## config.mk

```make
export PLATFORM = sky130hd
export DESIGN_NAME = sitq_ctrl
export DESIGN_NICKNAME = d
export VERILOG_FILES = /design/src/sv/sitq_pkg.sv /design/src/sv/sitq_ctrl.sv
export VERILOG_INCLUDE_DIRS = /design/src /design/src/sv
export SDC_FILE = /design/constraint.sdc
export NUM_CORES = 1
export LEC_CHECK = 0
export BUFFER_PORTS_ARGS = -buffer_cell sky130_fd_sc_hd__buf_2
export CORE_AREA = 2 2 39 41
export DETAILED_ROUTE_END_ITERATION = 10
export DIE_AREA = 0 0 41 43
export GPL_TIMING_DRIVEN = 1
export PLACE_DENSITY_LB_ADDON = 0.05
export RECOVER_POWER = 50
export SLEW_MARGIN = 5
export SYNTH_ARGS = -nofsm -noshare
export SYNTH_HDL_FRONTEND = slang
export SYNTH_SLANG_ARGS = --single-unit
```

## constraint.sdc

```tcl
create_clock -name clk -period 2.3 [get_ports clk]
set_clock_uncertainty 0.15 [all_clocks]
set_input_delay 0.69 -clock clk [delete_from_list [all_inputs] [get_ports clk]]
set_output_delay 0.69 -clock clk [all_outputs]
set_load 0.05 [all_outputs]
```

## src/sv/sorted_insert_time_queue_assert.svh

```systemverilog
// Assertion macros shared by the sorted insert time queue modules.
`ifndef SORTED_INSERT_TIME_QUEUE_ASSERT_SVH
`define SORTED_INSERT_TIME_QUEUE_ASSERT_SVH

`ifndef SYNTHESIS

// Check a property on every clock edge outside reset.
`define SITQ_ASSERT(name, clk, rst_n, prop, msg) \
  name: assert property (@(posedge clk) disable iff (!rst_n) (prop)) else $error(msg);

// Check that a condition implies another in the same cycle.
`define SITQ_ASSERT_IMPLY(name, clk, rst_n, ante, cons, msg) \
  name: assert property (@(posedge clk) disable iff (!rst_n) (ante) |-> (cons)) \
    else $error(msg);

// Check that a condition implies another in the next cycle.
`define SITQ_ASSERT_NEXT(name, clk, rst_n, ante, cons, msg) \
  name: assert property (@(posedge clk) disable iff (!rst_n) (ante) |=> (cons)) \
    else $error(msg);

`else

`define SITQ_ASSERT(name, clk, rst_n, prop, msg)
`define SITQ_ASSERT_IMPLY(name, clk, rst_n, ante, cons, msg)
`define SITQ_ASSERT_NEXT(name, clk, rst_n, ante, cons, msg)

`endif

`endif

```

## src/sv/sitq_pkg.sv

```systemverilog
// Package with shared types and constants of the sorted insert time queue.
package sitq_pkg;

  localparam int SITQ_DEPTH     = 32;
  localparam int SITQ_KEY_WIDTH = 32;

  localparam int TIME_W   = 32;
  localparam int SVC_W    = 32;
  localparam int PASS_W   = 3;
  localparam int POS_W    = 6;
  localparam int OCC_W    = 6;
  localparam int STATUS_W = 2;

  localparam int IN_TDATA_W  = 72;
  localparam int OUT_TDATA_W = 80;

  typedef enum logic [STATUS_W-1:0] {
    ST_OK    = 2'd0,
    ST_FULL  = 2'd1,
    ST_EMPTY = 2'd2
  } status_t;

  typedef enum logic {
    OP_INSERT = 1'b0,
    OP_POP    = 1'b1
  } op_t;

  // Commands from the sequencer to the cell row.
  typedef struct packed {
    logic load;     // capture the accepted request
    logic compare;  // register per-cell compare flags
    logic exec;     // shift the cells and form the result
  } cmd_t;

endpackage

```

## src/sv/sitq_ctrl.sv

```systemverilog
// Sequencer of the sorted insert time queue: handshakes and step commands.
`include "sorted_insert_time_queue_assert.svh"

module sitq_ctrl
  import sitq_pkg::*;
(
  input  logic clk,
  input  logic rst_n,
  input  logic in_tvalid,
  output logic in_tready,
  output logic out_tvalid,
  input  logic out_tready,
  output cmd_t cmd
);

  typedef enum logic [2:0] {
    S_IDLE = 3'b001,
    S_CMP  = 3'b010,
    S_EXEC = 3'b100
  } state_t;

  state_t state_r, state_nxt;
  logic   out_valid_r, out_valid_nxt;
  logic   slot_free;

  assign in_tready  = (state_r == S_IDLE);
  assign out_tvalid = out_valid_r;
  assign slot_free  = !out_valid_r || out_tready;

  always_comb begin
    state_nxt     = state_r;
    out_valid_nxt = out_valid_r && !out_tready;
    cmd           = '0;
    case (state_r)
      S_IDLE: begin
        if (in_tvalid) begin
          cmd.load  = 1'b1;
          state_nxt = S_CMP;
        end
      end
      S_CMP: begin
        cmd.compare = 1'b1;
        state_nxt   = S_EXEC;
      end
      S_EXEC: begin
        // hold the step until the result register can take a new result
        if (slot_free) begin
          cmd.exec      = 1'b1;
          out_valid_nxt = 1'b1;
          state_nxt     = S_IDLE;
        end
      end
      default: begin
        state_nxt = S_IDLE;
      end
    endcase
  end

  always_ff @(posedge clk) begin
    if (!rst_n) begin
      state_r     <= S_IDLE;
      out_valid_r <= 1'b0;
    end else begin
      state_r     <= state_nxt;
      out_valid_r <= out_valid_nxt;
    end
  end

  `SITQ_ASSERT_NEXT(a_accept_to_cmp, clk, rst_n, in_tvalid && in_tready, state_r == S_CMP, "accepted request did not move to compare")
  `SITQ_ASSERT_IMPLY(a_exec_slot_free, clk, rst_n, cmd.exec, !out_valid_r || out_tready, "result overwritten before it was taken")
  `SITQ_ASSERT_IMPLY(a_out_rise_from_exec, clk, rst_n, $rose(out_valid_r), $past(cmd.exec), "result valid without an execute step")

endmodule

```

==> results.ini, run 1 <==
[synthesis]
synthMuxAreaShare=0.0548
yosys_warnings=0
synth_simple_gate_area_frac=0.384
ys_ff_latch=4
syn-num-nets=22
synth_xor_area_frac=0
ys_seq_area_frac=0.438
synth_compound_area_frac=0.0822
syn_area_sq_um=183
synth_top_family_by_area=simple AND/OR/NAND/NOR gates
syn_inst=18
synthAdderAreaFrac=0
yosysUniqueCellTypes=12
avgSynthCellArea_sq_um=10.1

[cells_and_area]
syn_to_final_growth_pct=47.9
final_area_sq_um=270
final_cell_mix=buf_2 (7), clkbuf_4 (4), dfxtp_1 (4), nor3b_1 (3)
final_common_cell=buf_2
antenna_cells=0
drive_above_1_share=0.571
fin_nets=34
fin_util=0.195

[timing]
tightest_slew_ps=250
fin_tns_setup_ps=0
timing.final.ws_setup_ps=82.4
post-route-period-util=0.964
grt_setup_unrepaired=no
hold_violations=0
fin_crit_ps=2220
drv_slew=0
finalSetupViolations=0
timing.slew.headroom=0.835
fmax_mhz=451

[worst_setup_path]
worstSetupEndpoint=cmd[0]
crit_start=state_r[2]$_SDFFE_PN0P_
timing.rr.start=state_r[2]$_SDFFE_PN0P_
crit_fanout=4
reg2reg_setup_slack_ps=1020
critPathRequiredTime_ps=1460
critPathCaptureType=primary output
rr_worst_depth=3
arrival_ps=1380
r2r_end=state_r[0]$_SDFFE_PN1P_
crit_type=register to primary output
start_kind=register

[clocking]
tritoncts=done
cts_root_buffer=clkbuf_4
clk_pin_slew_ps=40
cts.sinks=4
htreeDepth=1
clk_path_buf_depth=2
hold_buffers=0
cts_made_buffers=3
clock_latency_ps=230

[pwr]
power_density_mw_per_mm2=727
leakagePower_nw=0.114
vdd_ir_drop_max_mv=0.177
total_power_uw=196

[grt]
grt_max_degree=6
overflow=0
antenna_found_initial=0
grt_pass1_wl_microns=703
grt_pass1_vias=168
grt.total_usage=0.0653

[route]
dr.pass1.iters=4
wire_per_inst_microns=9.95
num_vias=165
detail-route-antenna-nets=0
viasPerCell=3.75
drc_errors=0
drtIter0Drc=3
routed_wl_microns=438

[placement]
hpwl_microns=340
place_ws_ps=146
place_congestion=0.669
io_buffers=8
place_area_sq_um=243

[die]
fp.dieW_microns=41
start_util=0.132
die_height_microns=43
coreArea_sq_mm=0.00138
num_rows=14
pin_count=9
dieArea_sq_mm=0.00176

[hold_path]
hp-class=register to register

[run_status]
status=finished, final reports clean

[job]
drv_cap=0

## cell usage after synthesis (all sizes together)
cell type  n  area share
dfxtp      4        0.44
nor3b      4        0.16
a21boi     1       0.041
and2       1       0.041
and3       1       0.041
buf        1       0.041
mux2i      1       0.055
nand2b     1       0.034
nor2       1       0.021
nor2b      1       0.034
o31ai      1       0.041
or3b       1       0.048
## sequential cells by signal (all words and copies together) (netlist names)
signal	flops
out_tvalid	1
state_r	3
## worst max-delay path, stage by stage, from the launching register on
cell	delay, ps
dfxtp_1	390
or3b_4	420
nor2b_2	110
clkbuf_4	220
## power breakdown
part / internal, mW / switching, mW / leakage [nW]
Combinational: 0.0106 / 0.0214 / 0.0671
Sequential: 0.0725 / 0.00352 / 0.0327
Clock: 0.0585 / 0.0301 / 0.0138
Total: 0.142 / 0.0549 / 0.114
## layout make-up
type	instances	area, sq um
Multi-Input combinational cell	13	105
Timing Repair Buffer	8	42.5
Clock buffer	3	22.5
Fill cell	161	1110
Tap cell	16	20.0
Sequential cell	4	80.1
## timing repair
action | 4_1_cts | 5_1_grt
setup buffers | 0 | 0
resized for setup | 0 | 2
setup endpoints to repair | 0 | 1
## worst min-delay path by stage
stage                                    to  cells past startpoint  slack [ps]                    start
floorplan           state_r[2]$_SDFFE_PN0P_                      1         280  state_r[0]$_SDFFE_PN1P_
global placement    state_r[2]$_SDFFE_PN0P_                      1         320  state_r[0]$_SDFFE_PN1P_
detailed placement  state_r[2]$_SDFFE_PN0P_                      1         320  state_r[0]$_SDFFE_PN1P_
CTS                 state_r[2]$_SDFFE_PN0P_                      1         330  state_r[0]$_SDFFE_PN1P_
global route        state_r[2]$_SDFFE_PN0P_                      1         350  state_r[0]$_SDFFE_PN1P_
finish              state_r[2]$_SDFFE_PN0P_                      1         330  state_r[0]$_SDFFE_PN1P_
## stage by stage
| step | std cells | hold slack [ps] |
|---|---|---|
| floorplan | 18 | 277 |
| global placement | 41 | 321 |
| detailed placement | 41 | 323 |
| CTS | 44 | 326 |
| global route | 44 | 354 |
| finish | 44 | 332 |
## layer usage
metal | global-route usage | wire [microns] | up-vias
li1 | - | - | 85
met1 | 0.0804 | 208 | 72
met2 | 0.0688 | 181 | 8
met3 | 0.0314 | 48 | 0
met4 | 0.0800 | 0 | 0
met5 | 0 | 0 | -
## kinds of logic after synthesis
logic type / after synthesis
DFF: 4
buffers and inverters: 1
muxes: 1
AOI/OAI and AO/OA: 2
and+or+nand+nor: 10
(Power assumes the default switching activity.)
==> inputs of run 2 (changes only) <==
ABC_AREA = 1   (was unset)
==> run 2 against run 1 <==
Against the previous run: critical path depth increased by 1; via count increased by 22%; flip-flop and latch count unchanged; register-to-register slack improved by 140 ps; clock-buffer cell count did not move; sequential power is 4.7% higher; global-route usage hardly changed; clock power decreased by 4.5%; maximum frequency rose by 3.3%; utilization rose by 1.1 points; final cell count rose by 27%; critical path type is now input pin to primary output; critical endpoint unchanged; largest cell class unchanged; highest routed layer unchanged.
==> results.ini, run 2 <==
[synthesis]
synth_most_common_cell=inv_1
synth.top_cells.by_area=dfxtp_1 (40%), inv_1 (15%), nor2_1 (11%)  ; was dfxtp_1 (44%), nor3b_1 (16%), mux2i_1 (5.5%)
synth_edf_count=0  ; unchanged
synth_flop_cell=dfxtp_1  ; unchanged
yosys.area.top_type=dfxtp_1  ; unchanged
netlist.area_leader.share=0.395  ; was 0.438
ys_ff_latch=4  ; unchanged
syn_inst=30  ; was 18
yosysUniqueCellTypes=11  ; was 12
async_flop_share=0  ; unchanged
avgSynthCellArea_sq_um=6.76  ; was 10.1 sq um
yosys_warnings=0  ; unchanged
ys_seq_area_frac=0.395  ; was 0.438
synth_commonest_cells=inv_1 (8), nor2_1 (6), dfxtp_1 (4), nand2_1 (4), a21oi_1 (2)  ; was dfxtp_1 (4), nor3b_1 (4)
syn-num-nets=34  ; was 22
syn_area_sq_um=203  ; was 183 sq um

[clocking]
cts_root_buffer=clkbuf_4  ; unchanged
cts_resized=0  ; unchanged
tritoncts=done  ; unchanged
cts_made_buffers=3  ; unchanged
htreeDepth=1  ; unchanged
clock_latency_ps=230  ; about the same
hold_buffers=0  ; unchanged
clk_path_buf_depth=2  ; unchanged
cts.sinks=4  ; unchanged
clk_pin_slew_ps=30  ; was 40 ps
cts_setup_buffers=0  ; unchanged

[route]
detail-route-antenna-nets=0  ; unchanged
drtIter0Drc=0  ; was 3
wire_per_inst_microns=7.41  ; was 9.95 microns
routed_wl_microns=415  ; was 438 microns
dr.pass1.iters=1  ; was 4
num_vias=201  ; was 165
viasPerCell=3.59  ; was 3.75
drc_errors=0  ; unchanged

[grt]
grt.total_usage=0.0651  ; was 0.0653
grt_pass1_wl_microns=696  ; was 703 microns
grt_max_degree=6  ; unchanged
grt_pass1_vias=199  ; was 168
antenna_found_initial=0  ; unchanged
overflow=0  ; unchanged

[pwr]
leakagePower_nw=0.154  ; was 0.114 nW
vdd_ir_drop_max_mv=0.202  ; was 0.177 mV
power_density_mw_per_mm2=750  ; was 727 mW/mm^2
total_power_uw=214  ; was 196 uW

[timing]
fin_tns_setup_ps=0  ; unchanged
drv_slew=0  ; unchanged
fmax_mhz=466  ; was 451 MHz
post-route-period-util=0.933  ; was 0.964
hold_violations=0  ; unchanged
grt_setup_unrepaired=no  ; unchanged
finalSetupViolations=0  ; unchanged
timing.slew.headroom=0.792  ; was 0.835
tightest_slew_ps=310  ; was 250 ps
fin_crit_ps=2150  ; was 2220 ps

[cells_and_area]
largest_register_ffs=3  ; unchanged
syn_to_final_growth_pct=40.7  ; was 47.9%
regMostFlops=state_r  ; unchanged
antenna_cells=0  ; unchanged
drive_above_1_share=0.325  ; was 0.571
final_area_sq_um=285  ; was 270 sq um
fillers=170  ; was 161
fin_nets=46  ; was 34
final_cell_mix=inv_1 (8), buf_2 (8), nor2_1 (7), nand2_1 (4), dfxtp_1 (4)  ; was buf_2 (7), clkbuf_4 (4), dfxtp_1 (4), nor3b_1 (3)

[die]
start_util=0.146  ; was 0.132
num_rows=14  ; unchanged
die_height_microns=43  ; unchanged
pin_count=9  ; unchanged
coreArea_sq_mm=0.00138  ; unchanged
fp.dieW_microns=41  ; unchanged
dieArea_sq_mm=0.00176  ; unchanged

[worst_setup_path]
crit_buf_inv=2  ; was 1
critPathCaptureType=primary output  ; unchanged
slowest_delay_ps=260  ; was 420 ps
crit_chain=buf_2 > nor2_1 > nor4_4 > buf_2  ; was or3b_4 > nor2b_2 > clkbuf_4
crit_type=input pin to primary output  ; was register to primary output
cp_slowest_cell=nor2_1  ; was or3b_4
arrival_ps=1310  ; was 1380 ps
start_kind=input pin  ; was register
crit_fanout=3  ; was 4
critPathRequiredTime_ps=1460  ; about the same
cp_common_cell=buf_2
path_delay_family=buffers and inverters  ; was simple AND/OR/NAND/NOR gates

[placement]
io_buffers=8  ; unchanged
place_congestion=0.660  ; was 0.669
hpwl_microns=342  ; was 340 microns
place_area_sq_um=270  ; was 243 sq um

[run_status]
status=finished, final reports clean  ; unchanged

[job]
drv_cap=0  ; unchanged

[hold_path]
hp-class=register to register  ; unchanged

-- run 2: layer usage --
metal  track usage  vias up  wire (microns)
li1              -      108               -
met1        0.0541       85             180
met2        0.0906        8             197
met3        0.0524        0              37
met4        0.0600        0               0
met5             0        -               0
-- run 2: through the flow --
step | util | setup WS [ps] | hold WS (ps) | cells
6_report | 0.206 | 153 | 402 | 56
4_1_cts | 0.212 | 210 | 411 | 56
5_1_grt | 0.206 | 106 | 445 | 56
3_5_place_dp | 0.195 | 212 | 404 | 53
2_1_floorplan | - | 79.1 | 357 | 30
3_3_place_gp | 0.195 | 223 | 405 | 53
-- run 2: cell type report --
type                       count  area [sq um]  area share
clock buffer                   3          22.5      0.0789
inverter                       8          30.0       0.105
multi-input combinational     17          92.6       0.325
sequential                     4          80.1       0.281
tap                           16          20.0      0.0702
timing repair buffer           8          40.0       0.140
-- run 2: path summary, 6_finish.rpt --
| kind | start | endpoint | slack [ps] | cells after the start |
|---|---|---|---|---|
| setup reg to reg | out_tvalid$_SDFF_PN0_ | state_r[0]$_SDFFE_PN1P_ | 1160 | 5 |
| setup / recovery | out_tready | cmd[0] | 150 | 4 |
| hold reg to reg | state_r[2]$_SDFFE_PN0P_ | out_tvalid$_SDFF_PN0_ | 400 | 2 |
| hold / removal | state_r[2]$_SDFFE_PN0P_ | out_tvalid$_SDFF_PN0_ | 400 | 2 |
-- run 2: logic make-up (layout without fill, tap and decap cells) --
family | after synthesis | in the layout | synth area share
AND/OR/NAND/NOR | 15 | 15 | 0.370
buffers and inverters | 9 | 19 | 0.185
flip-flops | 4 | 4 | 0.395
AO/OA/AOI/OAI | 2 | 2 | 0.0494
-- run 2: tightest hold or removal path, cell delays in order (launching register included) --
cell and delay, ps:
dfxtp_1 360, a21oi_1 80, nor2_1 80
-- run 2: power breakdown --
| part | switching (mW) | internal, mW |
|---|---|---|
| clock | 0.0263 | 0.0582 |
| combinational | 0.0365 | 0.0133 |
| sequential | 0.00580 | 0.0738 |
| total | 0.0685 | 0.145 |
==> inputs of run 3 (changes only) <==
==> constraint.sdc (replaced) <==
create_clock -name clk -period 2.3 [get_ports clk]
set_clock_uncertainty 0.15 [all_clocks]
set_input_delay 0.23 -clock clk [delete_from_list [all_inputs] [get_ports clk]]
set_output_delay 0.23 -clock clk [all_outputs]
set_load 0.05 [all_outputs]
==> run 3 against run 2 <==
Against the previous run: first-iteration DRC count rose by 1; combinational power fell by 1%; final area fell by 2.2%; via count fell by 4.0%; utilization fell by 0.45 points; register-to-register slack improved by 80 ps; largest power group unchanged; maximum frequency rose by 36%; clock-buffer cell count did not move; final cell count did not move; sequential share of layout area rose by 0.63 points; flip-flop and latch count did not move; die area did not move.
==> results.ini, run 3 (synthesis results as in run 2) <==
[run_status]
status=finished, final reports clean  ; unchanged

[timing]
fin_crit_ps=1570  ; was 2150 ps
hold_violations=0  ; unchanged
fin_tns_setup_ps=0  ; unchanged
whs_ps=113  ; was 402 ps
tightest_slew_ps=248  ; was 310 ps
finalSetupViolations=0  ; unchanged
post-route-period-util=0.684  ; was 0.933
timing.slew.headroom=0.836  ; was 0.792
grt_setup_unrepaired=no  ; unchanged
fmax_mhz=636  ; was 466 MHz
drv_slew=0  ; unchanged

[grt]
overflow=0  ; unchanged
grt_pass1_vias=179  ; was 199
antenna_found_initial=0  ; unchanged
grt_max_degree=6  ; unchanged
grt.total_usage=0.0634  ; was 0.0651
grt_pass1_wl_microns=648  ; was 696 microns

[die]
dieArea_sq_mm=0.00176  ; unchanged
fp.dieW_microns=41  ; unchanged
start_util=0.146  ; unchanged
pin_count=9  ; unchanged
die_height_microns=43  ; unchanged
coreArea_sq_mm=0.00138  ; unchanged
num_rows=14  ; unchanged

[placement]
hpwl_microns=327  ; was 342 microns
io_buffers=8  ; unchanged
place_area_sq_um=262  ; was 270 sq um
place_congestion=0.585  ; was 0.660

[clocking]
cts.sinks=4  ; unchanged
cts_root_buffer=clkbuf_4  ; unchanged
clk_pin_slew_ps=40  ; was 30 ps
clock_latency_ps=230  ; about the same
hold_buffers=0  ; unchanged
htreeDepth=1  ; unchanged
clk_path_buf_depth=2  ; unchanged
cts_made_buffers=3  ; unchanged
cts_resized=0  ; unchanged
cts_setup_buffers=0  ; unchanged
tritoncts=done  ; unchanged

[worst_setup_path]
start_kind=register  ; was input pin
critPathCaptureType=primary output  ; unchanged
critPathRequiredTime_ps=1920  ; was 1460 ps
arrival_ps=1190  ; was 1310 ps
crit_fanout=5  ; was 3
crit_type=register to primary output  ; was input pin to primary output

[route]
drtIter0Drc=1  ; was 0
drc_errors=0  ; unchanged
wire_per_inst_microns=7.14  ; was 7.41 microns
routed_wl_microns=400  ; was 415 microns
dr.pass1.iters=2  ; was 1
detail-route-antenna-nets=0  ; unchanged
viasPerCell=3.45  ; was 3.59
num_vias=193  ; was 201

[cells_and_area]
multi_input_area_sq_um=86.3  ; was 92.6 sq um
drive_above_1_share=0.325  ; unchanged
final_area_sq_um=279  ; was 285 sq um
antenna_cells=0  ; unchanged
fin_nets=46  ; unchanged
regMostFlops=state_r  ; unchanged
final_cell_mix=inv_1 (8), buf_2 (8), nor2_1 (6), nand2_1 (4), dfxtp_1 (4)  ; was inv_1 (8), buf_2 (8), nor2_1 (7), nand2_1 (4), dfxtp_1 (4)
largest_register_ffs=3  ; unchanged
syn_to_final_growth_pct=37.7  ; was 40.7%
seq_area_sq_um=80.1  ; unchanged
fillers=162  ; was 170

[pwr]
power_frac_comb=0.232  ; was 0.233
swShare=0.318  ; was 0.320
cell_internal_pwr_uw=144  ; was 145 uW
power_density_mw_per_mm2=760  ; was 750 mW/mm^2
pwr-share-seq=0.369  ; was 0.372
power.share.clock=0.399  ; was 0.395
leakagePower_nw=0.149  ; was 0.154 nW
vdd_ir_drop_max_mv=0.197  ; was 0.202 mV
total_power_uw=212  ; was 214 uW
power_switching_uw=67.5  ; was 68.5 uW

[hold_path]
hp-class=input pin to register  ; was register to register

[job]
drv_cap=0  ; unchanged

[run 3: cell counts in the layout (fill, tap and decap cells not counted)]
No cell type changed its count.
[run 3: per-stage QoR]
stage                     utilization  std cells  setup WS [ps]
after floorplan                     -         30            400
after global placement          0.189         53           1000
after detailed placement        0.189         53            999
after CTS                       0.205         56            748
after global routing            0.202         56            638
final                           0.202         56            727
[run 3: final timing paths]
path | from | to | slack (ps) | depth (start not counted)
worst max-delay path | state_r[2]$_SDFFE_PN0P_ | cmd[2] | 730 | 4
worst min-delay path | in_tvalid | state_r[1]$_SDFFE_PN0P_ | 110 | 3
worst max register to register | state_r[1]$_SDFFE_PN0P_ | state_r[0]$_SDFFE_PN1P_ | 1240 | 5
worst min register to register | state_r[2]$_SDFFE_PN0P_ | state_r[2]$_SDFFE_PN0P_ | 390 | 2
[run 3: cell type report]
cell class,instances,share of cell area
flip-flops and latches,4,0.287
inverters,8,0.108
clock buffers,3,0.0807
repair buffers,8,0.143
well taps,16,0.0717
multi-input cells,17,0.309
[run 3: power groups by stage]
stage / Clock [mW] / Combinational [mW] / Sequential [mW]
floorplan: 0 / 0.0400 / 0.0790
global placement: 0 / 0.0512 / 0.0798
detailed placement: 0 / 0.0508 / 0.0795
CTS: 0.0886 / 0.0511 / 0.0784
global route: 0.0956 / 0.0537 / 0.0787
finish: 0.0846 / 0.0492 / 0.0782
[run 3: metal layers]
metal	global-route usage	wire length, microns
met1	0.0714	174
met4	0.0600	0
met2	0.0625	186
met5	0	0
met3	0.0628	40
[run 3: worst max-delay path: stages, from the launching register on]
cell and delay, ps:
dfxtp_1 320, inv_1 90, nand3_1 160, nor2_1 120
buf_2 270
